## config.mk

```make
export PLATFORM = sky130hd
export DESIGN_NAME = ictf_div
export DESIGN_NICKNAME = d
export VERILOG_FILES = /design/src/design/ictf_div.sv
export SDC_FILE = /design/constraint.sdc
export NUM_CORES = 1
export LEC_CHECK = 0
export BUFFER_PORTS_ARGS = -buffer_cell sky130_fd_sc_hd__buf_4
export CAP_MARGIN = 20
export CELL_PAD_IN_SITES_DETAIL_PLACEMENT = 1
export CELL_PAD_IN_SITES_GLOBAL_PLACEMENT = 1
export CORE_ASPECT_RATIO = 0.5
export CORE_MARGIN = 4
export CORE_UTILIZATION = 45
export DETAILED_ROUTE_END_ITERATION = 7
export MAX_ROUTING_LAYER = met4
export PLACE_DENSITY_LB_ADDON = 0.1
export SLEW_MARGIN = 10
export SYNTH_ARGS = -nofsm -noshare
export SYNTH_HDL_FRONTEND = slang
export SYNTH_SLANG_ARGS = --single-unit
```

## constraint.sdc

```tcl
create_clock -name i_clk -period 8.2 [get_ports i_clk]
set_input_delay 1.64 -clock i_clk [delete_from_list [all_inputs] [get_ports i_clk]]
set_output_delay 1.64 -clock i_clk [all_outputs]
set_load 0.05 [all_outputs]
```

## src/design/ictf_div.sv

```systemverilog
// Divider by a constant: forms each 8-bit quotient digit by reciprocal multiply.
module ictf_div #(
    parameter int NW  = 64,
    parameter int DEN = 131
) (
    input  logic          i_clk,
    input  logic          i_rst_n,
    input  logic          i_start,
    input  logic [NW-1:0] i_num,
    output logic          o_busy,
    output logic [NW-1:0] o_quo
);

    localparam int DG    = 8;                   // quotient digit width
    localparam int NP    = ((NW + DG - 1) / DG) * DG;
    localparam int STEPS = 2 * NP / DG;
    localparam int CNT_W = $clog2(STEPS + 1);
    localparam int DW    = $clog2(DEN);         // remainder width
    localparam int TW    = DW + DG;             // partial dividend width
    localparam int SH    = TW + DW;
    localparam int MW    = TW + 1;
    localparam longint unsigned RECIP = ((64'd1 << SH) + 64'(DEN) - 64'd1) / 64'(DEN);
    localparam logic [MW-1:0] M = MW'(RECIP);

    logic [CNT_W-1:0] r_cnt;
    logic             r_ph;
    logic [NP-1:0]    r_n;
    logic [NP-1:0]    r_q;
    logic [DW-1:0]    r_rem;
    logic [TW-1:0]    r_t;
    logic [DG-1:0]    r_qd;

    logic [TW-1:0]    w_t;
    logic [TW+MW-1:0] w_prod;
    logic [TW-1:0]    w_qden;

    // partial dividend stays below DEN * 2^DG, so the digit is exact
    always_comb begin
        w_t    = {r_rem, r_n[NP-1 -: DG]};
        w_prod = (TW+MW)'(w_t) * (TW+MW)'(M);
        w_qden = TW'(r_qd) * TW'(DEN);
    end

    always_ff @(posedge i_clk) begin
        if (!i_rst_n) begin
            r_cnt <= '0;
        end else if (i_start) begin
            r_cnt <= CNT_W'(STEPS);
        end else if (r_cnt != '0) begin
            r_cnt <= r_cnt - 1'b1;
        end
    end

    // the first phase forms a digit, the second takes back its multiple of the divisor
    always_ff @(posedge i_clk) begin
        if (i_start) begin
            r_ph  <= 1'b0;
            r_n   <= NP'(i_num);
            r_q   <= '0;
            r_rem <= '0;
        end else if (r_cnt != '0) begin
            r_ph <= !r_ph;
            if (!r_ph) begin
                r_t  <= w_t;
                r_qd <= w_prod[SH +: DG];
                r_n  <= {r_n[NP-DG-1:0], {DG{1'b0}}};
            end else begin
                r_rem <= DW'(r_t - w_qden);
                r_q   <= {r_q[NP-DG-1:0], r_qd};
            end
        end
    end

    assign o_busy = r_cnt != '0;
    assign o_quo  = r_q[NW-1:0];

endmodule

```

# After elaboration in Yosys (flattened, before gate mapping)
# Index checks and enable logic that the tools add are counted.
# totals
ff_bits	158
input_bits	67
output_inout_bits	65
word_cells	28
# op_classes
n_addsub	2
multipliers	2
n_eq_ne	1
mux	5
bitwise	3
n_reduce_logical	7
# op_table
op	count
two-way mux 64 bit	3
multiplier 16 x 17 -> 32 bit (second input constant)	1
two-way mux 5 bit	2
multiplier 8 x 8 -> 8 bit (second input constant)	1
subtractor 8 bit	1
nonzero test 5 bit	1
subtractor 5 x 1 -> 5 bit (second input constant)	1
AND reduction 2 bit	2
NOT 1 bit	3
AND reduction 3 bit	1
!= test 2 bit (second input constant)	1
nonzero test 2 bit	1
OR reduction 2 bit	1
logical NOT 1 bit	1

# Logic depth before layout (Yosys ltp)
# logic_depth
ltp_word	3
mapped_depth	20
ltp_nobuf	20

# Worst setup path after synthesis
# Ideal clock, no wire load.
# synth_timing
kind	reg2reg
from	register r_n[60]
to	register r_qd[7], data pin
setup_ns	0.260
arrival_time_ns	5.318
required_ns	7.940
slack_ns	2.622
stages_incl_launch_ff	17
n_path_buf	0
period_less_slack_ns	5.578
path_cell_list	edfxtp_1 -> fa_1 -> fa_1 -> ha_1 -> fa_1 -> inv_1 -> fa_1 -> fa_1 -> inv_1 -> ha_1 -> and4_4 -> nand3_2 -> or4_1 -> a311oi_1 -> nor2_1 -> o31a_1 -> xnor2_1
# synth_via
elab_chain_cells	1
# synth_lines
element	line	source
start: declaration	27	logic [NP-1:0] r_n;
start signal: assignment	58	r_n <= NP'(i_num);
start signal: assignment	66	r_n <= {r_n[NP-DG-1:0], {DG{1'b0}}};
multiplier 16 x 17 -> 32 bit	40	w_prod = (TW+MW)'(w_t) * (TW+MW)'(M);
via w_prod[31]	34	logic [TW+MW-1:0] w_prod;
end signal: assignment	65	r_qd <= w_prod[SH +: DG];
end: declaration	31	logic [DG-1:0] r_qd;
# The timed path passes the listed nets, and every way through them passes these cells.
# A chain may end at the register's enable or synchronous reset.

# Worst setup path in the final report
# layout_timing
from	register r_n[60]
to	register r_qd[4], data pin
# The elaborated chain is that of the path after synthesis.

==> impl_metrics.env <==
export IMPL_synth_nets=1357
export IMPL_cts_hold_buf=0
export IMPL_fp_row_count=40
export IMPL_cts_max_path_buffers=2
export IMPL_post_route_period_util_pct=77.96
export IMPL_cp_required_ns=8.38
export IMPL_io_buffer_count=131
export IMPL_start_util_pct=46.04
export IMPL_yosysWarningCount=0
export IMPL_clk_pin_slew_ns=0.07
export IMPL_drv_cap=0
export IMPL_syn_instance_count=1036
export IMPL_dr_total_vias=7623
export IMPL_cts_tree="yes"
export IMPL_die_y_um=119.2
export IMPL_antenna_left=0
export IMPL_setup_tns_ns=0
export IMPL_setup_viol=0
export IMPL_die_w_um=230.4
export IMPL_viasPerCell=5.062
export IMPL_start_kind="flip-flop"
export IMPL_critical_path_class="flip-flop to flip-flop"
export IMPL_arrival_ns=6.57
export IMPL_cts_resized=0
export IMPL_fmax_mhz=156.4
export IMPL_yosysSeqAreaShare_pct=35.62
export IMPL_synth_edff_count=80
export IMPL_synthTopCellsByArea="edfxtp_1 22%, ha_1 19%, fa_1 16%"
export IMPL_cts_root_buffer_cell="clkbuf_16"
export IMPL_gp_congestion=0.9472
export IMPL_grt_pass1_vias=8450
export IMPL_outcome="completed"
export IMPL_grt_max_degree=75
export IMPL_drt_total_wl_um=27290
export IMPL_hold_path_class="flip-flop to flip-flop"
export IMPL_track_usage_pct=21.27
export IMPL_worstSkewPairLatency_ns=0.43
export IMPL_rsz0062_at_grt="false"
export IMPL_die_area_um2=27460
export IMPL_yosys_area_top_type="edfxtp_1"
export IMPL_drive_gt1_share_pct=20.09
export IMPL_ys_ff_latch=158
export IMPL_synthArstFlopShare_pct=0
export IMPL_grt_ovfl_total=0
export IMPL_period_needed_ns=6.392
export IMPL_max_slew_margin_pct=30.69
export IMPL_endpoint_kind="flip-flop"
export IMPL_yosysTopAreaCellShare_pct=21.59
export IMPL_diodes=0
export IMPL_ys_types=52
export IMPL_cts_htree_levels=4
export IMPL_synth_area_um2=11130
export IMPL_io_pins=132
export IMPL_drt_pass1_iter_count=4
export IMPL_hold_viol_final=0
export IMPL_cts_buffers_inserted=17
export IMPL_fin_nets=1478
export IMPL_cts_sinks=158
export IMPL_timing_final_max_slew_violations=0
export IMPL_dr_first_iter_drc_count=361
export IMPL_avgRoutedWirePerCell_um=18.12
export IMPL_grt_pass1_wl_um=44530
export IMPL_antenna_found_initial=0
export IMPL_dpl_hpwl_um=21480
export IMPL_route_detailed_drc=0
export IMPL_worstMarginPinSlew_ns=1.037
export IMPL_crit_path_max_fanout=8
export IMPL_core_area_um2=24170
export IMPL_fin_skew_ns=0.01556
export IMPL_synth_main_ff_cell="edfxtp_1"
export IMPL_syn_avg_cell_area_um2=10.74
export IMPL_synthToLayoutAreaGrowth_pct=17.08
export IMPL_cts_setup_buffers=0
==> placed cells by master, fill, tap and decap left out, types with 4 or more instances in the layout <==
cell type and instances:
o21ai_0 8, nor2_1 24, nand3_1 4, a21oi_1 82
nor2b_1 7, inv_6 4, and2_1 8, buf_4 135
inv_1 161, xor2_1 5, xnor2_1 19, fa_1 88
mux2_2 56, nor3_1 8, edfxtp_1 80, a211oi_1 5
clkbuf_16 18, a21o_1 7, dfxtp_1 78, ha_1 166
nand4_1 4, nand2_1 144
==> cells in the mapped netlist (3+ instances only) <==
library cell and n:
ha_1 166, inv_1 161, nand2_1 145, fa_1 88
a21oi_1 82, edfxtp_1 80, dfxtp_1 78, mux2_2 56
clkbuf_1 24, nor2_1 24, xnor2_1 19, nor3_1 9
and2_1 8, buf_2 8, nor2b_1 8, o21ai_0 8
a21o_1 7, a211oi_1 5, xor2_1 5, nand3_1 4
nand4_1 4, nand2b_1 3, o21a_1 3, or2_2 3
==> sequential cells by signal (all words and copies together) (netlist names) <==
signal / cells
r_rem: 8
r_ph: 1
r_qd: 8
o_quo: 64
r_n: 64
r_t: 8
r_cnt: 5
==> area by class of cell <==
type                    instances  area [µm²]
clock inverters                12       101.3
flip-flops and latches        158        3964
well taps                     336       420.4
clock buffers                  20       467.9
multi-input cells             684        6457
fillers                      2637       11140
repair buffers                135        1013
inverters                     161       604.3
==> cell families after synthesis <==
logic type,after synthesis,share of synthesized area [%]
AO/OA/AOI/OAI,126,6.622
XOR/XNOR,24,1.889
adder cells (fa/ha/maj),254,34.50
buffers and inverters,194,6.645
flip-flops,158,35.62
multiplexers,58,5.847
AND/OR/NAND/NOR,222,8.883
==> worst max-delay path, cell delays in order, from the launching register on <==
cell	delay, ns
edfxtp_1	0.56
fa_1	0.80
fa_1	0.49
ha_1	0.32
fa_1	0.48
inv_1	0.05
fa_1	0.51
fa_1	0.55
inv_1	0.05
ha_1	0.32
and4_4	0.26
nand3_2	0.10
or4_1	0.41
a311oi_1	0.56
o21ai_0	0.32
nor2b_1	0.23
xnor2_1	0.13
==> per-layer routing <==
| metal | up-vias | share of wire (%) | GRT usage, % |
|---|---|---|---|
| li1 | 3689 | - | - |
| met1 | 3816 | 45 | 26.76 |
| met2 | 102 | 49 | 35.68 |
| met3 | 16 | 5.0 | 5.234 |
| met4 | 0 | 0.72 | 3.660 |
| met5 | - | 0 | - |
==> worst paths after layout <==
kind	start	end	slack, ns	depth (start not counted)
worst max register to register	r_n[60]$_DFFE_PP_	r_qd[4]$_DFFE_PP_	1.81	16
worst min-delay path	o_quo[62]$_SDFFE_PP0P_	o_quo[62]$_SDFFE_PP0P_	0.46	2
worst min register to register	o_quo[62]$_SDFFE_PP0P_	o_quo[62]$_SDFFE_PP0P_	0.46	2
worst max-delay path	r_n[60]$_DFFE_PP_	r_qd[4]$_DFFE_PP_	1.81	16
==> metrics by stage <==
stage / instances / hold slack, ns / setup WS [ns] / util, % / instance area, µm²
final: 1506 / 0.4598 / 1.808 / 53.90 / 13030
after global routing: 1506 / 0.4920 / 1.372 / 53.90 / 13030
after CTS: 1506 / 0.4640 / 1.757 / 53.90 / 13030
after detailed placement: 1474 / 0.4540 / 1.773 / 51.54 / 12460
after global placement: 1474 / 0.4447 / 1.977 / 51.54 / 12460
after floorplan: 1036 / 0.4845 / 2.622 / - / 11130
Power is left out: the tool's default activity adds up to more than one toggle a clock period on the data nets, which glitch-free logic cannot reach.
