===== config.mk =====
export PLATFORM = sky130hd
export DESIGN_NAME = ictf_cordic_cell
export DESIGN_NICKNAME = d
export VERILOG_FILES = /design/src/design/ictf_pkg.sv /design/src/design/ictf_cordic_cell.sv
export SDC_FILE = /design/constraint.sdc
export NUM_CORES = 1
export LEC_CHECK = 0
export BUFFER_PORTS_ARGS = -buffer_cell sky130_fd_sc_hd__buf_4
export CORE_ASPECT_RATIO = 0.8
export CORE_UTILIZATION = 50
export DETAILED_ROUTE_END_ITERATION = 10
export PLACE_DENSITY = 0.71
export SLEW_MARGIN = 30
export SYNTH_ARGS = -nofsm -noshare
export SYNTH_HDL_FRONTEND = slang
export SYNTH_SLANG_ARGS = --single-unit

===== constraint.sdc =====
create_clock -name i_clk -period 4.7 [get_ports i_clk]
set_clock_uncertainty 0.05 [all_clocks]
set_input_delay 0.94 -clock i_clk [delete_from_list [all_inputs] [get_ports i_clk]]
set_output_delay 0.94 -clock i_clk [all_outputs]
set_load 0.1 [all_outputs]

===== src/design/ictf_pkg.sv =====
// Shared types, constants and functions of the complementary tilt filter.
package ictf_pkg;

    localparam int CORDIC_STEPS_DEF = 16;
    localparam int FRAC_BITS_DEF    = 16;

    localparam int ANG_Q  = 24;
    localparam int GUARD  = 14;
    localparam int CW     = 34;                 // CORDIC datapath width
    localparam int SQ_W   = 32 + 2 * GUARD;     // radicand width
    localparam int RT_W   = SQ_W / 2;           // root width

    localparam int               RATE_DEN  = 131;
    localparam int               INC_DEN   = 131000;
    localparam int               RATE_HALF = 65;
    localparam int               INC_HALF  = 65500;
    localparam logic [15:0]      ALPHA_RST = 16'd64225;

    localparam logic [63:0] DEG_PER_RAD_Q24 = 64'd961263669;

    typedef enum logic [2:0] {
        ST_IDLE,
        ST_MUL,
        ST_LOAD,
        ST_ITER,
        ST_CORD,
        ST_BLEND,
        ST_ADD
    } t_state;

    typedef struct packed {
        logic signed [CW-1:0] x;
        logic signed [CW-1:0] y;
        logic signed [CW-1:0] z;
    } t_cvec;

    // atan(2^-i) in degrees, Q.24
    function automatic logic signed [CW-1:0] atan_entry(input int unsigned i);
        logic [63:0] v;
        case (i)
            0: v = 64'd754974720;
            1: v = 64'd445687602;
            2: v = 64'd235489088;
            3: v = 64'd119537938;
            4: v = 64'd60000934;
            5: v = 64'd30029717;
            6: v = 64'd15018523;
            7: v = 64'd7509720;
            8: v = 64'd3754917;
            9: v = 64'd1877466;
            default: v = (DEG_PER_RAD_Q24 + (64'd1 << (i - 1))) >> i;
        endcase
        return v[CW-1:0];
    endfunction

endpackage


===== src/design/ictf_cordic_cell.sv =====
// One vectoring CORDIC rotation stage with its output register.
module ictf_cordic_cell #(
    parameter int IDX = 0
) (
    input  logic            i_clk,
    input  logic            i_rst_n,
    input  logic            i_valid,
    input  ictf_pkg::t_cvec i_vec,
    output logic            o_valid,
    output ictf_pkg::t_cvec o_vec
);
    import ictf_pkg::*;

    localparam logic signed [CW-1:0] ATAN = atan_entry(IDX);

    logic            r_valid;
    t_cvec           r_vec;
    t_cvec           n_vec;
    logic signed [CW-1:0] w_dx, w_dy;

    always_comb begin
        w_dx  = i_vec.y >>> IDX;
        w_dy  = i_vec.x >>> IDX;
        n_vec = i_vec;
        // zero residue: leave the vector alone
        if (i_vec.y > 0) begin
            n_vec.x = i_vec.x + w_dx;
            n_vec.y = i_vec.y - w_dy;
            n_vec.z = i_vec.z + ATAN;
        end else if (i_vec.y < 0) begin
            n_vec.x = i_vec.x - w_dx;
            n_vec.y = i_vec.y + w_dy;
            n_vec.z = i_vec.z - ATAN;
        end
    end

    always_ff @(posedge i_clk) begin
        if (!i_rst_n) begin
            r_valid <= 1'b0;
        end else begin
            r_valid <= i_valid;
        end
    end

    always_ff @(posedge i_clk) begin
        if (i_valid) begin
            r_vec <= n_vec;
        end
    end

    assign o_valid = r_valid;
    assign o_vec   = r_vec;

endmodule


Yosys cells after proc, flatten, opt, wreduce, memory -nomap -nowiden
Index checks and enable logic that the tools add are counted.
Widths: inputs -> output; s select.
{ "totals": {"register_bits": 103, "in_bits": 105, "out_inout_bits": 103} }
{ "classes": {"addsub": 5, "magnitude_cmp": 2, "n_mux": 2} }
{ "ops": {"columns": ["operator", "n"], "rows": [
  ["$mux 102", 2],
  ["$sub 34x34->34", 2],
  ["$add 34x31->34 const B", 1],
  ["$add 34x34->34", 1],
  ["$gt 34x1->1 const B", 1],
  ["$lt 34x1->1 const B", 1],
  ["$sub 34x31->34 const B", 1]
]} }

Logic depth before layout (Yosys ltp)
Gate-level depths: netlist of run 1.
{ "depth": {"word_depth": 3, "ltp_mapped": 13, "mapped_depth_nobuf": 12} }

Worst setup path before layout of run 1
No wires, ideal clock.
{ "synth_timing": {"kind": "input to register", "start": "input i_vec[68] in the netlist's numbering", "end": "register r_vec (netlist bit o_vec[94]) (data pin)", "setup_time_ns": 0.259, "t_arrival_ns": 3.261, "required_time_ns": 4.391, "setup_slack_ns": 1.130, "cell_stages": 12, "path_buffers": 0, "path_cell_list": "inv_1 ha_1 fa_1 and3b_1 o211ai_2 a31oi_1 a31oi_1 o41ai_2 a31oi_1 o21ai_1 a21oi_1 a211o_1"} }
{ "synth_lines": {"columns": ["element", "line", "rtl"], "rows": [
  ["from (decl)", "ictf_cordic_cell.sv:8", "input ictf_pkg::t_cvec i_vec,"],
  ["to (signal assigned)", "ictf_cordic_cell.sv:47", "r_vec <= n_vec;"],
  ["to (decl)", "ictf_cordic_cell.sv:17", "t_cvec r_vec;"]
]} }

==> run summary, run 1 <==
The worst hold path depth came out at 1. In the post-route analysis, the smallest setup slack over all paths is 0.571 ns. Setup repair after global routing left no endpoint under its margin.

The wire length per cell came out at 22.0 um. The main flop type after synthesis is sky130_fd_sc_hd__edfxtp_1. The finished layout holds 1642 standard cells, fillers aside.

The number of top-level pins came out at 208. The TritonCTS clock tree is yes. The initial core utilization is 0.510. The count of yosys warnings during synthesis is 0.

Summed over all cells, the static leakage comes to 5.30 nW. The antenna diode instance count is 0. sky130_fd_sc_hd__edfxtp_1 takes more of the synthesized area than any other cell. The count of maximum capacitance violations is 0. The worst setup path is of the input port to register kind.

In this run the worst setup path terminates at o_vec[94]. The distinct cell type count of the synthesized netlist came out at 90. The die height is 129 um. The maximum number of pins on one net before global-route repair is 72. In the synthesized netlist the async set-or-reset flop fraction comes to 0. The synthesized netlist occupies a cell area of 10100 um^2.

The post-synthesis cell count came out at 1193. The number of buffers and inverters on the critical path is 1. The last weighted congestion value of the routability-driven placer is 0.994. Of the available clock period, the critical path in the final layout requires 0.879. The count of standard-cell rows came out at 46. The number of detailed-routing iterations run before antenna repair is 6. The total negative slack for setup checks is 0 ns. The most common cell in the synthesized netlist is sky130_fd_sc_hd__a21oi_1. The total nets after synthesis is 1403. The initial antenna violation count is 0. Relative to the synthesized area, the layout overhead comes to 21.2%. The total number of vias is 10533. Setup violations remaining at the end of the flow were counted as 0. CTS placed an instance of sky130_fd_sc_hd__clkbuf_16 at the clock tree root. The number of hold buffers added after CTS was 0.

Summed over all nets, the half-perimeter wirelength after detailed placement is 27400 um. STA puts the critical path data arrival time at 4.20 ns. Post-CTS repair changed the size of 0 cells. The horizontal extent of the die came out at 161 um. The most critical setup path has its startpoint at i_vec[34].

Yosys attributes the largest share of cell area to sky130_fd_sc_hd__edfxtp_1, sky130_fd_sc_hd__ha_1, sky130_fd_sc_hd__a21oi_1, sky130_fd_sc_hd__nor2_1, sky130_fd_sc_hd__inv_1. The clock transition at the registers of the reported paths came out at 0.08 ns. For this design the ratio of total power to cell area is 335 nW/um^2. In the global route stage, overall resource usage came out at 0.340. The filler cells instantiated in the layout total 1792. The share of post-route cells with drive strength above 1 came out at 0.221. At the pin with the least slew margin, the transition time is 1.04 ns. The number of cells after detailed placement came out at 1626. The cell with the biggest individual delay on the critical path is sky130_fd_sc_hd__o41ai_2. The minimum setup slack after placement came out at 0.316 ns.

The required time of the critical path is 4.78 ns. The kind of cell with the highest combined delay along the critical path is compound AO/OA/AOI/OAI gates. The aggregate global routing overflow came out at 0. The net count of the finished layout is 1583.

The path length in cells of the critical path is 12. CTS saw 103 sinks. Counting flops and latches in the post-synthesis netlist gives 103. The total setup buffers inserted after CTS is 0. The total count of max-transition violations in the final report came to 0. The kind of start point of the critical path is an input port. The peak supply drop is 0.208 mV.

The DRC marker count from the first detailed-route iteration came out at 1302. The path class of the tightest hold or removal check is input port to register. In this run the standard cell core region covers 19800 um^2. The sequential element share of the synthesized area came out at 0.305. The final hold violation count came out at 0. Counting I/O delays and the setup requirement, the final critical path takes 4.13 ns. The commonest cells after synthesis are sky130_fd_sc_hd__a21oi_1, sky130_fd_sc_hd__nor2_1, sky130_fd_sc_hd__edfxtp_1, sky130_fd_sc_hd__ha_1, sky130_fd_sc_hd__inv_1. STA classifies the critical path endpoint as a register.

In this design, the stage delay of the slowest critical-path cell is 0.52 ns. The worst hold slack is 0.691 ns. The maximum level of the CTS H-tree came out at 3. In the routed design, unresolved DRC markers number 0. The count of nets left with antenna violations once routing finished came out at 0. The highest clock rate is 242 MHz. The library cell appearing most often on the critical path is sky130_fd_sc_hd__a31oi_1. Buffers placed on the I/O ports in this run total 207. The top fanout value on the critical path is 4. The detailed-route wire length is 36100 um. The number of flops mapped to enable cells by yosys is 102. The number of vias per cell after detailed routing came out at 6.41. The die covers 20800 um^2. The wire length of the first global-routing pass came out at 54400 um. Traced cell by cell, the critical path runs through buf_4 > ha_1 > fa_1 > and3b_1 > o211ai_2 > a31oi_1 > a31oi_1 > o41ai_2 > a31oi_1 > o21ai_1 > a21oi_1 > a211o_1. The number of buffers inserted during clock tree synthesis came out at 9. Counting along the longest clock path gives a buffer depth of 2. Measured against its own limit, the worst slew margin works out to 0.307. The number of global-route vias before repair came out at 9320. A synthesized cell averages 8.46 um^2. The flow ran to the end, and the final reports show no timing, DRC or antenna violations.

The share of the synthesized area in the top cell type came out at 0.303.
-- power by group --
group	switching, W	internal [W]	total [W]
sequential	0.0000356	0.00116	0.00119
clock	0.000414	0.000382	0.000796
combinational	0.00156	0.000554	0.00211
total	0.00201	0.00209	0.00410
-- cell families (layout without fill, tap and decap cells) --
logic type	Yosys count	in the layout	synth area share
buffers and inverters	177	362	0.0687
DFF	103	103	0.305
muxes	6	6	0.00620
and+or+nand+nor	300	300	0.141
AOI/OAI and AO/OA	491	491	0.337
xor gates and xnor gates	11	11	0.00954
adders and majority gates	105	105	0.132
-- layout make-up --
| class | count | area (um^2) | share of cell area |
|---|---|---|---|
| Multi-Input combinational cell | 913 | 6330 | 0.517 |
| Clock inverter | 7 | 86.3 | 0.00705 |
| Tap cell | 264 | 330 | 0.0270 |
| Timing Repair Buffer | 237 | 1780 | 0.145 |
| Inverter | 109 | 409 | 0.0334 |
| Sequential cell | 103 | 3080 | 0.252 |
| Clock buffer | 9 | 225 | 0.0184 |
-- routing by layer --
metal,GRT usage,part of all wire
met5,0,0
met4,0.125,0.034
met3,0.0637,0.10
met2,0.510,0.42
met1,0.487,0.44
-- through the flow --
stage / total power, W / util / area, um^2
after floorplan: 0.00275 / - / 10100
after global placement: 0.00328 / 0.602 / 11900
after detailed placement: 0.00329 / 0.602 / 11900
after CTS: 0.00409 / 0.618 / 12200
after global routing: 0.00425 / 0.618 / 12200
final: 0.00410 / 0.618 / 12200
-- registers in the layout (all words and copies together) (netlist names) --
register  count
o_vec       102
o_valid       1
-- layout by cell type (no fill, tap or decap), types with 21 or more instances in the layout --
cell and count:
sky130_fd_sc_hd__buf_4 237, sky130_fd_sc_hd__a21oi_1 137, sky130_fd_sc_hd__nor2_1 109, sky130_fd_sc_hd__ha_1 102, sky130_fd_sc_hd__edfxtp_1 102, sky130_fd_sc_hd__inv_1 100, sky130_fd_sc_hd__nand2_1 63, sky130_fd_sc_hd__o21ai_0 62
sky130_fd_sc_hd__o21bai_1 26, sky130_fd_sc_hd__o22ai_1 26, sky130_fd_sc_hd__a21o_1 26, sky130_fd_sc_hd__a31oi_1 24, sky130_fd_sc_hd__nand3_1 21, sky130_fd_sc_hd__nor3_1 21
-- how the worst min path moves through the flow --
stage	from	slack (ns)	end
detailed placement	i_vec[8]	1.07	o_vec[8]
global route	i_vec[22]	0.68	o_vec[22]
finish	i_vec[13]	0.69	o_vec[13]
floorplan	i_vec[0]	0.99	o_vec[0]
global placement	i_vec[9]	1.07	o_vec[9]
CTS	i_vec[19]	0.68	o_vec[19]
Power figures use the tool's default switching activity.
==> inputs of run 2 (changes only) <==
--- a/config.mk
+++ b/config.mk
@@ -7,9 +7,9 @@
 export LEC_CHECK = 0
 export BUFFER_PORTS_ARGS = -buffer_cell sky130_fd_sc_hd__buf_4
 export CORE_ASPECT_RATIO = 0.8
-export CORE_UTILIZATION = 50
+export CORE_UTILIZATION = 44
 export DETAILED_ROUTE_END_ITERATION = 10
-export PLACE_DENSITY = 0.71
+export PLACE_DENSITY = 0.63
 export SLEW_MARGIN = 30
 export SYNTH_ARGS = -nofsm -noshare
 export SYNTH_HDL_FRONTEND = slang
==> run 2 against run 1 <==
  * Clock power is 2% higher
  * Die area is 13% higher
  * Setup slack better by 0.18 ns
  * Highest routed layer is now met5
==> run summary, run 2 (synthesized netlist as in run 1, its figures left out) <==
The run finished with clean final reports. The cell area reported after detailed placement came out at 11900 um^2 (+0.15%). The total track usage is 0.303 (-0.0370). The setup-violating endpoint count in the final report came out at 0 (unchanged). The horizontal extent of the die is 171 um (+6.5%). The leading cell type in the layout, fill and taps excluded is sky130_fd_sc_hd__buf_4. The aggregate global routing overflow came out at 0 (unchanged). The final critical-path share of the clock period was 0.840 (-0.0382). The power per cell area came out at 334 nW/um^2 (-0.28%).

The count of hold-fix buffers inserted at cts is 0 (unchanged). The number of global-route vias before repair is 9422 (+1.1%). The kind of path behind the tightest hold check is input port to register. The TritonCTS clock tree is yes. The number of nets with antenna violations after routing came out at 0 (unchanged). The total setup buffers inserted after CTS was 0 (unchanged). The initial core utilization is 0.449 (-0.0612).

The library cells used most frequently in the layout, excluding fill and tap cells, are sky130_fd_sc_hd__buf_4, sky130_fd_sc_hd__a21oi_1, sky130_fd_sc_hd__nor2_1, sky130_fd_sc_hd__ha_1, sky130_fd_sc_hd__edfxtp_1. The number of cells after detailed placement came to 1661 (+2.2%). The highest clock rate is 253 MHz (+4.5%). The DRC marker count from the first detailed-route iteration was 1137 (-13%). The post-cts gate resize count is 0 (unchanged). The count of input and output buffers was 207 (unchanged). The number of top-level pins came to 208 (unchanged). The startpoint of the most critical hold path is i_vec[5].

The shortest clock period the worst path allows after layout is 3.95 ns (-0.179 ns). The number of flip-flops in the largest register is 102 (unchanged). The total number of vias was 10433 (-0.95%). The worst relative slew slack came out at 0.388 (+0.0817). The worst setup path is captured at a register. The post-route cell area came to 12300 um^2 (+0.16%).

The number of buffers inserted during clock tree synthesis came out at 9 (unchanged). The worst hold path depth is 1 (unchanged). The number of detailed-routing iterations run before antenna repair is 6 (unchanged). The clock transition at the registers of the reported paths came to 0.09 ns (about the same). The wire length of the first global-routing pass is 54100 um (-0.58%).

The transition at the pin with the smallest max-transition slack came out at 0.915 ns (-0.124 ns). The count of maximum capacitance violations is 0 (unchanged). The final net count is 1576 (-0.44%). The number of vias per cell after detailed routing came out at 6.22 (-3.1%). The total negative slack for setup checks came out at 0 ns (unchanged).

The maximum number of pins on one net before global-route repair came to 72 (unchanged). The total count of max-transition violations in the final report came out at 0 (unchanged). The peak supply drop is 0.226 mV (+8.5%). The least setup slack across all paths after layout was 0.750 ns (+0.179 ns).

The post-route DRC violation count is 0 (unchanged). The count of standard-cell rows is 49 (+6.5%). The top fanout value on the critical path came out at 10 (+6).

The data arrival time of the worst path is 4.02 ns (-0.18 ns). The initial antenna violation count came out at 2 (+2). The last weighted congestion value of the routability-driven placer was 1.00 (+0.72%). The clock net sink count is 103 (unchanged).

The die footprint is 23600 um^2 (+13%). The share of post-route cells with drive strength above 1 is 0.217 (-0.00398). The critical path starts at i_vec[34]. The overall power of the completed layout came out at 0.00410 W (-0.11%). The detailed-route wire length came out at 36100 um (-0.13%). The synthesis-to-finish area growth is 21.4%. The number of standard cells in the final layout excluding fillers is 1678 (+2.2%).

The final hold violation count came out at 0 (unchanged). The worst-case clock buffer depth came to 2 (unchanged). The setup path with the least slack is of type input port to register. The required time of the critical path came out at 4.77 ns (about the same). Setup repair after global routing left no endpoint under its margin. The wire length per cell is 21.5 um (-2.3%). Clock tree synthesis selected as its root buffer the cell sky130_fd_sc_hd__clkbuf_16. The static power due to leakage came out at 5.28 nW (-0.49%).

The total of fill cells in the finished design came out at 2093 (+17%). STA classifies the critical path startpoint as an input port. The maximum level of the CTS H-tree came to 3 (unchanged). The die height came out at 137 um (+6.5%). The minimum setup slack after placement came out at 0.500 ns (+0.184 ns).

The detailed-placement wirelength estimate was 27200 um (-1.1%). The core area came to 22500 um^2 (+14%).
run 2: changes by cell type in the layout (fill, tap and decap cells not counted), sizes merged:
cell	change
buf	-7
diode	+1
run 2: area by class of cell:
cell class / count / area, um^2 / share of cell area
diodes: 1 / 2.50 / 0.000204
clock buffers: 9 / 225 / 0.0184
clock inverters: 7 / 86.3 / 0.00704
inverters: 109 / 409 / 0.0334
multi-input cells: 913 / 6330 / 0.516
flip-flops and latches: 103 / 3080 / 0.251
well taps: 306 / 383 / 0.0312
repair buffers: 230 / 1740 / 0.142
run 2: metrics by stage:
stage	utilization	hold WS, ns
6_report	0.545	0.690
5_1_grt	0.545	0.682
4_1_cts	0.545	0.683
3_5_place_dp	0.531	1.07
3_3_place_gp	0.531	1.07
2_1_floorplan	-	0.989
run 2: power breakdown:
part           switching [W]  internal [W]  total, W  leakage [nW]
logic                0.00155      0.000550   0.00210          4.12
registers          0.0000347       0.00115   0.00119          1.01
clock network       0.000426      0.000382  0.000809         0.150
total                0.00201       0.00209   0.00410          5.28
run 2: final timing paths:
check | to | slack (ns)
max | o_vec[64] | 0.75
min | o_vec[5] | 0.69
run 2: routing by layer:
| layer | vias up | global-route usage | part of all wire |
|---|---|---|---|
| li1 | 4844 | - | - |
| met1 | 4904 | 0.427 | 0.44 |
| met2 | 602 | 0.457 | 0.42 |
| met3 | 81 | 0.0563 | 0.10 |
| met4 | 2 | 0.117 | 0.034 |
| met5 | - | 0 | 0.00036 |
run 2: critical path, cell delays in order:
cell and delay [ns]:
sky130_fd_sc_hd__buf_4 0.15, sky130_fd_sc_hd__ha_1 0.22, sky130_fd_sc_hd__fa_1 0.43, sky130_fd_sc_hd__nor2b_1 0.18
sky130_fd_sc_hd__o21ai_1 0.32, sky130_fd_sc_hd__a31oi_2 0.23, sky130_fd_sc_hd__o31ai_2 0.43, sky130_fd_sc_hd__a31oi_4 0.28
sky130_fd_sc_hd__nand2_1 0.19, sky130_fd_sc_hd__o21ai_1 0.13, sky130_fd_sc_hd__a22o_1 0.26, sky130_fd_sc_hd__mux2_2 0.27
