--- config.mk ---
export PLATFORM = sky130hd
export DESIGN_NAME = ictf_sqrt
export DESIGN_NICKNAME = d
export VERILOG_FILES = /design/src/design/ictf_pkg.sv /design/src/design/ictf_sqrt.sv
export SDC_FILE = /design/constraint.sdc
export NUM_CORES = 1
export LEC_CHECK = 0
export BUFFER_PORTS_ARGS = -buffer_cell sky130_fd_sc_hd__buf_2
export CAP_MARGIN = 20
export CORE_ASPECT_RATIO = 0.9
export CORE_MARGIN = 5
export CORE_UTILIZATION = 58
export CTS_CLUSTER_SIZE = 12
export DETAILED_ROUTE_END_ITERATION = 10
export PLACE_DENSITY_LB_ADDON = 0.1
export SLEW_MARGIN = 20
export SYNTH_ARGS = -nofsm -noshare
export SYNTH_HDL_FRONTEND = slang
export SYNTH_SLANG_ARGS = --single-unit
export TNS_END_PERCENT = 50
--- constraint.sdc ---
create_clock -name i_clk -period 3.31 [get_ports i_clk]
set_input_delay 0.662 -clock i_clk [delete_from_list [all_inputs] [get_ports i_clk]]
set_output_delay 0.662 -clock i_clk [all_outputs]
set_load 0.005 [all_outputs]
--- src/design/ictf_pkg.sv ---
// Shared types, constants and functions of the complementary tilt filter.
package ictf_pkg;

    localparam int CORDIC_STEPS_DEF = 16;
    localparam int FRAC_BITS_DEF    = 16;

    localparam int ANG_Q  = 24;
    localparam int GUARD  = 14;
    localparam int CW     = 34;                 // CORDIC datapath width
    localparam int SQ_W   = 32 + 2 * GUARD;     // radicand width
    localparam int RT_W   = SQ_W / 2;           // root width

    localparam int               RATE_DEN  = 131;
    localparam int               INC_DEN   = 131000;
    localparam int               RATE_HALF = 65;
    localparam int               INC_HALF  = 65500;
    localparam logic [15:0]      ALPHA_RST = 16'd64225;

    localparam logic [63:0] DEG_PER_RAD_Q24 = 64'd961263669;

    typedef enum logic [2:0] {
        ST_IDLE,
        ST_MUL,
        ST_LOAD,
        ST_ITER,
        ST_CORD,
        ST_BLEND,
        ST_ADD
    } t_state;

    typedef struct packed {
        logic signed [CW-1:0] x;
        logic signed [CW-1:0] y;
        logic signed [CW-1:0] z;
    } t_cvec;

    // atan(2^-i) in degrees, Q.24
    function automatic logic signed [CW-1:0] atan_entry(input int unsigned i);
        logic [63:0] v;
        case (i)
            0: v = 64'd754974720;
            1: v = 64'd445687602;
            2: v = 64'd235489088;
            3: v = 64'd119537938;
            4: v = 64'd60000934;
            5: v = 64'd30029717;
            6: v = 64'd15018523;
            7: v = 64'd7509720;
            8: v = 64'd3754917;
            9: v = 64'd1877466;
            default: v = (DEG_PER_RAD_Q24 + (64'd1 << (i - 1))) >> i;
        endcase
        return v[CW-1:0];
    endfunction

endpackage

--- src/design/ictf_sqrt.sv ---
// Digit-by-digit integer square root, one root bit per cycle.
module ictf_sqrt (
    input  logic                      i_clk,
    input  logic                      i_rst_n,
    input  logic                      i_start,
    input  logic [ictf_pkg::SQ_W-1:0] i_n,
    output logic                      o_busy,
    output logic [ictf_pkg::RT_W-1:0] o_root
);
    import ictf_pkg::*;

    localparam int CNT_W = $clog2(RT_W + 1);

    logic [CNT_W-1:0] r_cnt;
    logic [SQ_W-1:0]  r_n;
    logic [RT_W:0]    r_rem;
    logic [RT_W-1:0]  r_root;

    logic [RT_W+2:0]  w_rem;
    logic [RT_W+2:0]  w_trial;
    logic             w_ge;

    always_comb begin
        w_rem   = {r_rem, r_n[SQ_W-1 -: 2]};
        w_trial = {1'b0, r_root, 2'b01};
        w_ge    = w_rem >= w_trial;
    end

    always_ff @(posedge i_clk) begin
        if (!i_rst_n) begin
            r_cnt <= '0;
        end else if (i_start) begin
            r_cnt <= CNT_W'(RT_W);
        end else if (r_cnt != '0) begin
            r_cnt <= r_cnt - 1'b1;
        end
    end

    always_ff @(posedge i_clk) begin
        if (i_start) begin
            r_n    <= i_n;
            r_rem  <= '0;
            r_root <= '0;
        end else if (r_cnt != '0) begin
            r_n    <= {r_n[SQ_W-3:0], 2'b00};
            r_rem  <= w_ge ? (RT_W+1)'(w_rem - w_trial) : w_rem[RT_W:0];
            r_root <= {r_root[RT_W-2:0], w_ge};
        end
    end

    assign o_busy = r_cnt != '0;
    assign o_root = r_root;

endmodule

### Word level (Yosys, flattened, before mapping)

Cells that the tools add are included.

| storage, ports and cells | value |
|---|---|
| bits in registers | 126 |
| input port bits | 63 |
| output and inout port bits | 31 |
| logic and storage cells | 17 |

| operators by class | value |
|---|---|
| $add $sub $neg | 2 |
| magnitude comparators | 1 |
| multiplexer cells | 5 |
| bitwise operators | 1 |
| reduce and logical (&&, ||, !) cells | 3 |

Operator list:

| operator | number |
|---|---|
| $mux W60 | 2 |
| $ge A33 B32 Y1 | 1 |
| $mux W31 | 1 |
| $sub A31 B31 Y31 | 1 |
| $mux W5 | 2 |
| $reduce_bool A5 Y1 | 1 |
| $sub A5 B1 Y5 const B | 1 |
| $reduce_bool A2 Y1 | 1 |
| $reduce_or A2 Y1 | 1 |
| $not A1 Y1 | 1 |

### Longest topological paths before layout

Gate-level depths: netlist of the first run.

| logic depth | value |
|---|---|
| word-level depth | 3 |
| gate-level depth with buffers | 12 |
| depth with buffers taken out | 10 |

### Worst setup path after synthesis of the first run

Ideal clock, no wire load.

| path | value |
|---|---|
| path kind | flip-flop to flip-flop |
| from | reg r_cnt[0] |
| to | reg r_n[0] (enable) |
| library setup time | 662 ps |
| arrival | 2358 ps |
| data required time | 2648 ps |
| path slack | 290 ps |
| stages on the path, launching flop included | 8 |
| path buffers | 2 |
| clock period less this slack | 3020 ps |
| cells stage by stage | dfxtp_1 > inv_1 > ha_1 > nand2_1 > nor2_1 > clkbuf_1 > clkbuf_1 > nand2_1 |

| on the way | value |
|---|---|
| word-level cells in the longest chain between the ends | 2 |

RTL lines:

| item | RTL line | RTL |
|---|---|---|
| start, declared | ictf_sqrt.sv:14 | `logic [CNT_W-1:0] r_cnt;` |
| start signal, assigned | ictf_sqrt.sv:33 | `r_cnt <= CNT_W'(RT_W);` |
| start signal, assigned | ictf_sqrt.sv:35 | `r_cnt <= r_cnt - 1'b1;` |
| $reduce_bool A5 Y1 | ictf_sqrt.sv:44 | `end else if (r_cnt != '0) begin` |
| $reduce_bool A2 Y1 (no line) | n/a |  |
| end signal, assigned | ictf_sqrt.sv:41 | `r_n <= i_n;` |
| end signal, assigned | ictf_sqrt.sv:45 | `r_n <= {r_n[SQ_W-3:0], 2'b00};` |
| end, declared | ictf_sqrt.sv:15 | `logic [SQ_W-1:0] r_n;` |

No other way between the ends.
A chain may end at the register's enable or synchronous reset.

### Worst setup path after layout of the first run

| path | value |
|---|---|
| from | reg r_root[10], in the netlist o_root[10] |
| to | reg r_rem[19] |

| on the way | value |
|---|---|
| word-level cells in the longest chain between the ends | 2 |
| elaborated cells between the ends (all ways) | 3 |
| those cells by class | add/sub (1); order compare (1); mux (1) |

RTL lines:

| item | RTL line | RTL |
|---|---|---|
| start, declared | ictf_sqrt.sv:17 | `logic [RT_W-1:0] r_root;` |
| start signal, assigned | ictf_sqrt.sv:47 | `r_root <= {r_root[RT_W-2:0], w_ge};` |
| $sub A31 B31 Y31 / $ge A33 B32 Y1 (equally long branches) | ictf_sqrt.sv:46, ictf_sqrt.sv:26 |  |
| $mux W31 * | ictf_sqrt.sv:46 | `r_rem <= w_ge ? (RT_W+1)'(w_rem - w_trial) : w_rem[RT_W:0];` |
| end signal, assigned | ictf_sqrt.sv:46 |  |
| end, declared | ictf_sqrt.sv:16 | `logic [RT_W:0] r_rem;` |

Every way passes the cells marked *; elsewhere a longest branch is shown, timed or not.

==> results_dict.tcl, run 1 <==
set metrics [dict create \
    ys.flop_type "dfxtp_1" \
    die_x_um 125 \
    totalWireLength_mm 15.4 \
    clock_sinks 126 \
    nNetsFinal 899 \
    dpl.hpwl_mm 10.4 \
    place.gp.congestion 0.890 \
    syn_area_um2 6960 \
    hold_buffers 0 \
    min_period_over_period_pct 92.4 \
    grt_pass1_wl_mm 25.6 \
    drv_slew 0 \
    rsz0062_at_grt "no" \
    timing.fmax_ghz 0.327 \
    rows 38 \
    finalHoldViolations 0 \
    synth_xor_area_share_pct 2.14 \
    drtIter0Drc 541 \
    maxCapViolCount 0 \
    root_buffer "clkbuf_16" \
    synth_top_family_by_area "compound AO/OA/AOI/OAI gates" \
    postSynthAreaPerCell_um2 9.62 \
    r2r_slack_ns 0.25 \
    cts_setup_buffers 0 \
    area_growth_pct 17.0 \
    cts_made_buffers 17 \
    grt_pass1_vias 5339 \
    start_util_pct 58.5 \
    p_per_area_nw_per_um2 914 \
    cts_tree "yes" \
    ant_nets 0 \
    die_area_um2 14300 \
    routed_via_density 5.70 \
    holdWs_ns 0.478 \
    antenna_found_initial 0 \
    status "completed" \
    startpoint_type "flip-flop" \
    design_area_um2 8140 \
    worstRegToRegCells 10 \
    endpoint_kind "flip-flop" \
    grt_usage_pct 21.8 \
    core_area_um2 11900 \
    syn_nets 819 \
    setup_viol 0 \
    wl_per_cell_um 15.8 \
    drc_errors 0 \
    synthCells 723 \
    grt_max_degree 99 \
    placed_area_um2 7540 \
    portBuffers 93 \
    synthArstFlopShare_pct 0 \
    synth_compound_area_share_pct 17.6 \
    diodes 0 \
    fin_crit_ns 3.06 \
    critical_path_class "reg2reg" \
    yosysWarnings 0 \
    grt_overflow_total 0 \
    vias 5553 \
    whs_path_depth 2 \
    ys_seq_area_share_pct 44.9 \
    die_height_um 114 \
    p_leak_nw 3.33 \
    synth_seq_cells 126 \
    relSlewSlack_pct 65.1 \
    layout-drive-gt1-share_pct 24.5 \
    synth_edf_count 60 \
    clk_path_buf_depth 2 \
    muxShareOfSynthArea_pct 9.97 \
    ios 94 \
    vdd_drop_max_mv 0.509 \
    synth_fa_ha_area_share_pct 5.94 \
    clk_pin_slew_ns 0.06 \
    cp_data_required_time_ns 3.63 \
    cts.htree.levels 4 \
    synth-simple-area-share_pct 14.5 \
    skew_ns 0.00937 \
    tightest_slew_ns 0.522 \
    fin_tns_setup_ns 0 \
    insertion_delay_ns 0.41 \
    critPathArrivalTime_ns 3.38 \
    dr.pass1.iters 5 \
    hold_class "reg2reg" \
    critPathMaxFanout 35 \
    ys_types 65 \
]
## kinds of logic after synthesis
| group | count (synthesis) |
|---|---|
| AND/OR/NAND/NOR | 216 |
| AO/OA/AOI/OAI | 182 |
| flip-flops | 126 |
| buffers and inverters | 87 |
| multiplexers | 62 |
| adder cells (fa/ha/maj) | 33 |
| XOR/XNOR | 17 |
## synth_stat cells, types with 3 or more instances
master	count	area, um^2
a21oi_1	68	340
mux2_2	58	653
xnor2_1	14	123
nor2_1	41	154
nor2b_1	3	18.8
mux2i_1	4	40.0
and3_1	8	50.1
o21ai_1	6	30.0
buf_2	7	35.0
a211o_1	4	35.0
dfxtp_1	66	1320
o21ai_0	15	75.1
and2_1	3	18.8
a211oi_1	12	90.1
a31oi_1	5	31.3
o21a_1	9	67.6
xor2_1	3	26.3
inv_1	48	180
nand3_1	11	55.1
or3_1	8	50.1
nor3_1	15	75.1
clkbuf_1	29	109
a21boi_0	6	45.0
edfxtp_1	60	1800
nand4_1	4	25.0
a311oi_1	14	123
nand2_1	108	405
ha_1	33	413
a41oi_1	4	35.0
a21o_1	11	82.6
## layout by cell type (no fill, tap or decap), types with 14 or more instances in the layout
cell type	count
clkbuf_16	17
a21oi_1	68
inv_1	47
dfxtp_1	66
mux2_2	58
nor2_1	40
edfxtp_1	60
nand2_1	107
buf_2	92
xnor2_1	14
ha_1	33
nor3_1	15
o21ai_0	15
a311oi_1	14
## cell type report
type                            instances  area (um^2)
Timing Repair Buffer                   99          538
Clock inverter                         13          148
Multi-Input combinational cell        510         3510
Clock buffer                           18          429
Inverter                               49          184
Fill cell                             938         3750
Sequential cell                       126         3120
Tap cell                              160          200
## worst max-delay path, stage by stage (launching register included)
cell      delay, ns
dfxtp_1        0.36
inv_1          0.05
ha_1           0.42
nand3_1        0.19
or4_4          0.56
o211ai_4       0.23
o211ai_4       0.14
nand3_4        0.14
nand2_8        0.18
or3_1          0.42
a311oi_1       0.26
## registers in the layout, summed over array words and instances, names as in the netlist
signal,cells
r_rem,31
r_cnt,5
r_n,60
o_root,30
## final timing paths
| path | from | to |
|---|---|---|
| worst max-delay path | o_root[10]$_SDFFE_PP0P_ | r_rem[19]$_SDFFE_PP0P_ |
| worst max register to register | o_root[10]$_SDFFE_PP0P_ | r_rem[19]$_SDFFE_PP0P_ |
| worst min register to register | o_root[12]$_SDFFE_PP0P_ | o_root[12]$_SDFFE_PP0P_ |
| worst min-delay path | o_root[12]$_SDFFE_PP0P_ | o_root[12]$_SDFFE_PP0P_ |
## per-stage QoR
stage / std cells / worst slack [ns] / total power [mW] / util (%)
final: 975 / 0.252 / 7.44 / 68.4
after global routing: 975 / 0.0618 / 7.92 / 68.4
after CTS: 975 / 0.184 / 7.39 / 68.3
after detailed placement: 944 / 0.214 / 5.51 / 63.5
after global placement: 944 / 0.337 / 5.45 / 63.5
after floorplan: 723 / 0.290 / 4.83 / -
## metal layers
| layer | vias up | GRT usage, % | wire (um) |
|---|---|---|---|
| li1 | 2775 | - | - |
| met1 | 2624 | 29.7 | 7200 |
| met2 | 139 | 34.5 | 7260 |
| met3 | 15 | 5.62 | 836 |
| met4 | 0 | 6.21 | 138 |
| met5 | - | 0 | 0 |
## repair_timing
item                                   in CTS  in global routing
endpoints found under the hold margin       0                  0
setup endpoints to repair                   0                  3
gates resized for setup                     0                  2
## power breakdown
group          leakage (nW)  switching, mW  internal [mW]  total, mW
Clock                 0.276          0.669           1.17       1.84
Sequential             1.17          0.153           1.92       2.07
Combinational          1.88           2.07           1.46       3.53
Note: power is estimated with default switching activity, not from simulation.
==> inputs of run 2 (changes only) <==
==> constraint.sdc (replaced) <==
create_clock -name i_clk -period 2.9 [get_ports i_clk]
set_input_delay 0.58 -clock i_clk [delete_from_list [all_inputs] [get_ports i_clk]]
set_output_delay 0.58 -clock i_clk [all_outputs]
set_load 0.005 [all_outputs]
==> run 2 against run 1 <==
  * Total power is 24% higher
  * Register-to-register slack got worse by 0.15 ns
  * Critical path type unchanged
  * Count of clock-buffer cells in the layout decreased by 1
  * Flip-flop and latch count stayed put
==> results_dict.tcl, run 2 (synthesis results as in run 1) <==
set metrics [dict create \
    regMostFlops "r_n" \
    drt-met1-wl_mm 7.48 \
    largest_reg_flops 60 \
    regToRegEndpoint "r_rem[19]$_SDFFE_PP0P_" \
    clock_sinks 126 \
    ios 94 \
    timing.rr.start "o_root[9]$_SDFFE_PP0P_" \
    startpoint_type "flip-flop" \
    wl_per_cell_um 16.8 \
    core_area_um2 11900 \
    vias 5849 \
    grt_pass1_vias 5591 \
    grt_max_degree 65 \
    min_period_over_period_pct 96.4 \
    drtIter0Drc 403 \
    clk_pin_slew_ns 0.06 \
    portBuffers 93 \
    cts_made_buffers 17 \
    relSlewSlack_pct 66.0 \
    hold_class "in2reg" \
    dpl.hpwl_mm 11.5 \
    antenna_found_initial 0 \
    hold_buffers 0 \
    critPathArrivalTime_ns 3.12 \
    diodes 0 \
    cp_data_required_time_ns 3.23 \
    layout-drive-gt1-share_pct 31.4 \
    drc_errors 0 \
    grt_overflow_total 0 \
    dr.pass1.iters 5 \
    met2_wirelength_mm 8.06 \
    holdWs_ns 0.441 \
    routed_via_density 5.82 \
    cts.htree.levels 4 \
    critPathMaxFanout 15 \
    die_height_um 114 \
    fin_tns_setup_ns 0 \
    setup_viol 0 \
    power_mw 9.23 \
    tightest_slew_ns 0.510 \
    endpoint_kind "flip-flop" \
    layout_common_cells "nand2_1 (107), buf_2 (92), a21oi_1 (64)" \
    vdd_drop_max_mv 0.641 \
    startpoint "o_root[9]$_SDFFE_PP0P_" \
    clk_path_buf_depth 2 \
    dpl_worst_slack_ns -0.0275 \
    grt_pass1_wl_mm 27.1 \
    final_common_cell "nand2_1" \
    status "completed" \
    maxCapViolCount 0 \
    die_area_um2 14300 \
    fin_ws_ns 0.104 \
    die_x_um 125 \
    place.gp.congestion 0.900 \
    endpoint "r_rem[19]$_SDFFE_PP0P_" \
    cts_tree "yes" \
    area_growth_pct 22.5 \
    root_buffer "clkbuf_16" \
    timing.fmax_ghz 0.358 \
    worstRegToRegCells 10 \
    start_util_pct 58.5 \
    finalHoldViolations 0 \
    p_leak_nw 3.50 \
    skew_ns 0.00881 \
    fin_crit_ns 2.80 \
    critical_path_class "reg2reg" \
    topRoutingLayerUsed "met4" \
    totalWireLength_mm 16.9 \
    rows 38 \
    wl_met3_um 959 \
    grt_usage_pct 23.1 \
    nNetsFinal 928 \
    insertion_delay_ns 0.42 \
    r2r_slack_ns 0.10 \
    ant_nets 0 \
    p_per_area_nw_per_um2 1080 \
    rsz0062_at_grt "yes" \
    drv_slew 0 \
]
run 2: power breakdown:
part / total, mW / switching, mW / internal [mW]
logic: 4.82 / 2.64 / 2.18
registers: 2.38 / 0.188 / 2.19
clock network: 2.03 / 0.845 / 1.19
run 2: how the worst min path moves through the flow:
stage / startpoint / end / slack, ns / cells after the start
after floorplan: r_rem[0]$_SDFFE_PP0P_ / r_rem[0]$_SDFFE_PP0P_ / 0.45 / 2
after global placement: o_root[29]$_SDFFE_PP0P_ / o_root[29]$_SDFFE_PP0P_ / 0.46 / 2
after detailed placement: o_root[10]$_SDFFE_PP0P_ / o_root[10]$_SDFFE_PP0P_ / 0.47 / 2
after CTS: i_n[1] / r_n[1]$_SDFFCE_PN0P_ / 0.43 / 2
after global routing: i_n[1] / r_n[1]$_SDFFCE_PN0P_ / 0.43 / 2
final: i_n[1] / r_n[1]$_SDFFCE_PN0P_ / 0.44 / 2
run 2: routing by layer:
layer / global-route usage (%) / up-vias
li1: - / 2849
met2: 37.0 / 206
met5: 0 / -
met3: 5.66 / 32
met4: 9.25 / 0
met1: 30.4 / 2762
run 2: layout make-up:
| class | instances | area, um^2 |
|---|---|---|
| clock buffer | 17 | 425 |
| clock inverter | 15 | 138 |
| fill | 915 | 3360 |
| inverter | 49 | 186 |
| multi-input combinational | 511 | 3680 |
| sequential | 126 | 3130 |
| tap | 160 | 200 |
| timing repair buffer | 127 | 761 |
run 2: repair_timing:
| action | in CTS | in global routing |
|---|---|---|
| gates cloned | 0 | 1 |
| buffers inserted | 0 | 8 |
| pin swaps | 1 | 10 |
| gates resized for setup | 5 | 34 |
| setup endpoints to repair | 3 | 29 |
run 2: critical path, stage by stage, from the launching register on:
cell and delay, ns:
dfxtp_1 0.37, inv_1 0.06, ha_1 0.31, nand3_2 0.12, or4_4 0.55, o211ai_4 0.24, o211ai_4 0.14, nand3_4 0.14
nand2_8 0.11, or3_1 0.41, a311oi_2 0.25
run 2: stage by stage:
step	cells	cell area (um^2)	util, %
4_1_cts	996	8260	69.5
3_5_place_dp	964	7680	64.6
6_report	1005	8520	71.7
2_1_floorplan	723	6960	-
5_1_grt	1005	8520	71.7
3_3_place_gp	964	7680	64.6
==> inputs of run 3 (changes only) <==
--- a/config.mk
+++ b/config.mk
@@ -7,7 +7,7 @@
 export LEC_CHECK = 0
 export BUFFER_PORTS_ARGS = -buffer_cell sky130_fd_sc_hd__buf_2
 export CAP_MARGIN = 20
-export CORE_ASPECT_RATIO = 0.9
+export CORE_ASPECT_RATIO = 0.5
 export CORE_MARGIN = 5
 export CORE_UTILIZATION = 58
 export CTS_CLUSTER_SIZE = 12
==> constraint.sdc (replaced) <==
create_clock -name i_clk -period 2.9 [get_ports i_clk]
set_input_delay 0.145 -clock i_clk [delete_from_list [all_inputs] [get_ports i_clk]]
set_output_delay 0.145 -clock i_clk [all_outputs]
set_load 0.005 [all_outputs]
==> run 3 against run 2 <==
  * Sequential share of layout area up 0.19 points
  * Die area is 0.91% higher
  * Worst hold slack got worse by 0.43 ns
  * Total power decreased by 0.38%
  * Clock power grew 9.9%
  * Critical endpoint unchanged
  * Highest routed layer unchanged
==> results_dict.tcl, run 3 (synthesis results as in run 1) <==
set metrics [dict create \
    status "completed" \
    antenna_found_initial 0 \
    drtIter0Drc 487 \
    drc_errors 0 \
    dpl.hpwl_mm 10.8 \
    layout-drive-gt1-share_pct 29.8 \
    die_height_um 87.4 \
    die_area_um2 14400 \
    clock_sinks 126 \
    totalWireLength_mm 15.9 \
    clk_pin_slew_ns 0.06 \
    cp_data_required_time_ns 3.22 \
    maxCapViolCount 0 \
    grt_pass1_wl_mm 26.0 \
    diodes 0 \
    largest_reg_flops 60 \
    cp_slowest_cell "or4_4" \
    cts_tree "yes" \
    timing.rr.start "o_root[9]$_SDFFE_PP0P_" \
    hold_class "in2reg" \
    dr.pass1.iters 5 \
    setup_viol 0 \
    grt_pass1_vias 5407 \
    grt_max_degree 84 \
    finish.utilization_pct 72.0 \
    core_area_um2 11800 \
    finalHoldViolations 0 \
    place.gp.congestion 0.885 \
    cts.htree.levels 4 \
    cp_common_cell "o211ai_4" \
    final_cells 1006 \
    fin_crit_ns 2.80 \
    critPathMaxFanout 12 \
    grt_usage_pct 22.5 \
    area_growth_pct 21.8 \
    min-delay-start "i_n[0]" \
    rows 28 \
    regToRegEndpoint "r_rem[19]$_SDFFE_PP0P_" \
    drv_slew 0 \
    whs_path_depth 2 \
    nFillCells 903 \
    grt_overflow_total 0 \
    die_x_um 165 \
    wl_per_cell_um 15.8 \
    endpoint_kind "flip-flop" \
    vias 5723 \
    relSlewSlack_pct 35.1 \
    fin_ws_ns 0.104 \
    vdd_drop_max_mv 0.780 \
    layout_common_cells "nand2_1 (107), buf_2 (92), a21oi_1 (64)" \
    min_to "r_n[0]$_SDFFCE_PN0P_" \
    dpl.cell_count 967 \
    worstRegToRegCells 10 \
    fin_tns_setup_ns 0 \
    routed_via_density 5.69 \
    clk_path_buf_depth 2 \
    critPathArrivalTime_ns 3.12 \
    cts_made_buffers 17 \
    ios 94 \
    startpoint_type "flip-flop" \
    min_period_over_period_pct 96.4 \
    root_buffer "clkbuf_16" \
    skew_ns 0.0111 \
    final_common_cell "nand2_1" \
    path_cells "inv_1, ha_1, nand3_2, or4_4, o211ai_4, o211ai_4, nand3_4, nand2_8, or3_1, a311oi_1" \
    portBuffers 93 \
    start_util_pct 59.1 \
    regMostFlops "r_n" \
    p_per_area_nw_per_um2 1090 \
    critical_path_class "reg2reg" \
    ant_nets 0 \
    r2r_slack_ns 0.10 \
    holdWs_ns 0.0112 \
    slowest_delay_ns 0.54 \
    insertion_delay_ns 0.42 \
    p_leak_nw 3.48 \
    nNetsFinal 925 \
    tightest_slew_ns 0.973 \
    dpl_worst_slack_ns 0.0394 \
    timing.fmax_ghz 0.358 \
]
==> run 3: how the worst max path moves through the flow <==
stage,start,end,cells past startpoint
2_1_floorplan,o_root[11]$_SDFFE_PP0P_,r_rem[23]$_SDFFE_PP0P_,11
3_3_place_gp,o_root[8]$_SDFFE_PP0P_,r_rem[11]$_SDFFE_PP0P_,10
3_5_place_dp,o_root[5]$_SDFFE_PP0P_,r_rem[21]$_SDFFE_PP0P_,10
4_1_cts,o_root[5]$_SDFFE_PP0P_,r_rem[21]$_SDFFE_PP0P_,10
5_1_grt,o_root[20]$_SDFFE_PP0P_,r_rem[11]$_SDFFE_PP0P_,11
6_report,o_root[9]$_SDFFE_PP0P_,r_rem[19]$_SDFFE_PP0P_,10
==> run 3: through the flow <==
step / power [mW] / cell area (um^2)
after CTS: 8.75 / 8290
after global placement: 6.40 / 7670
after global routing: 9.76 / 8470
after detailed placement: 6.48 / 7670
after floorplan: 5.52 / 6960
final: 9.19 / 8470
==> run 3: power by group <==
part           switching, mW  internal (mW)  total [mW]  leakage [nW]
Combinational           2.51           2.08        4.59          2.01
Clock                  0.867           1.36        2.23         0.292
Sequential             0.182           2.19        2.37          1.18
Total                   3.56           5.63        9.19          3.48
==> run 3: layout make-up <==
class                      instances  area, um^2  area share (%)
clock buffer                      17         425            5.02
clock inverter                    14         180            2.13
multi-input combinational        510        3610            42.6
timing repair buffer             125         736            8.68
sequential                       126        3130            37.0
tap                              165         206            2.44
inverter                          49         184            2.17
==> run 3: worst max-delay path, delay by kind of cell (launching register included) <==
| family | cells | cell delay [ns] |
|---|---|---|
| compound gates | 3 | 0.67 |
| flops | 1 | 0.36 |
| fa+ha+maj | 1 | 0.31 |
| simple gates | 5 | 1.30 |
| buf+inv | 1 | 0.06 |
==> run 3: what timing repair did <==
item,CTS,global route
endpoints found under the hold margin,1,0
setup buffers,0,7
hold buffers,1,0
setup endpoints to repair,0,29
gates resized for setup,0,27
==> run 3: metal layers <==
metal / wire length [um] / vias to the layer above / track usage, %
li1: - / 2842 / -
met4: 227 / 0 / 7.40
met1: 7430 / 2682 / 30.7
met2: 7110 / 173 / 34.6
met3: 1180 / 26 / 6.52
met5: 0 / - / 0
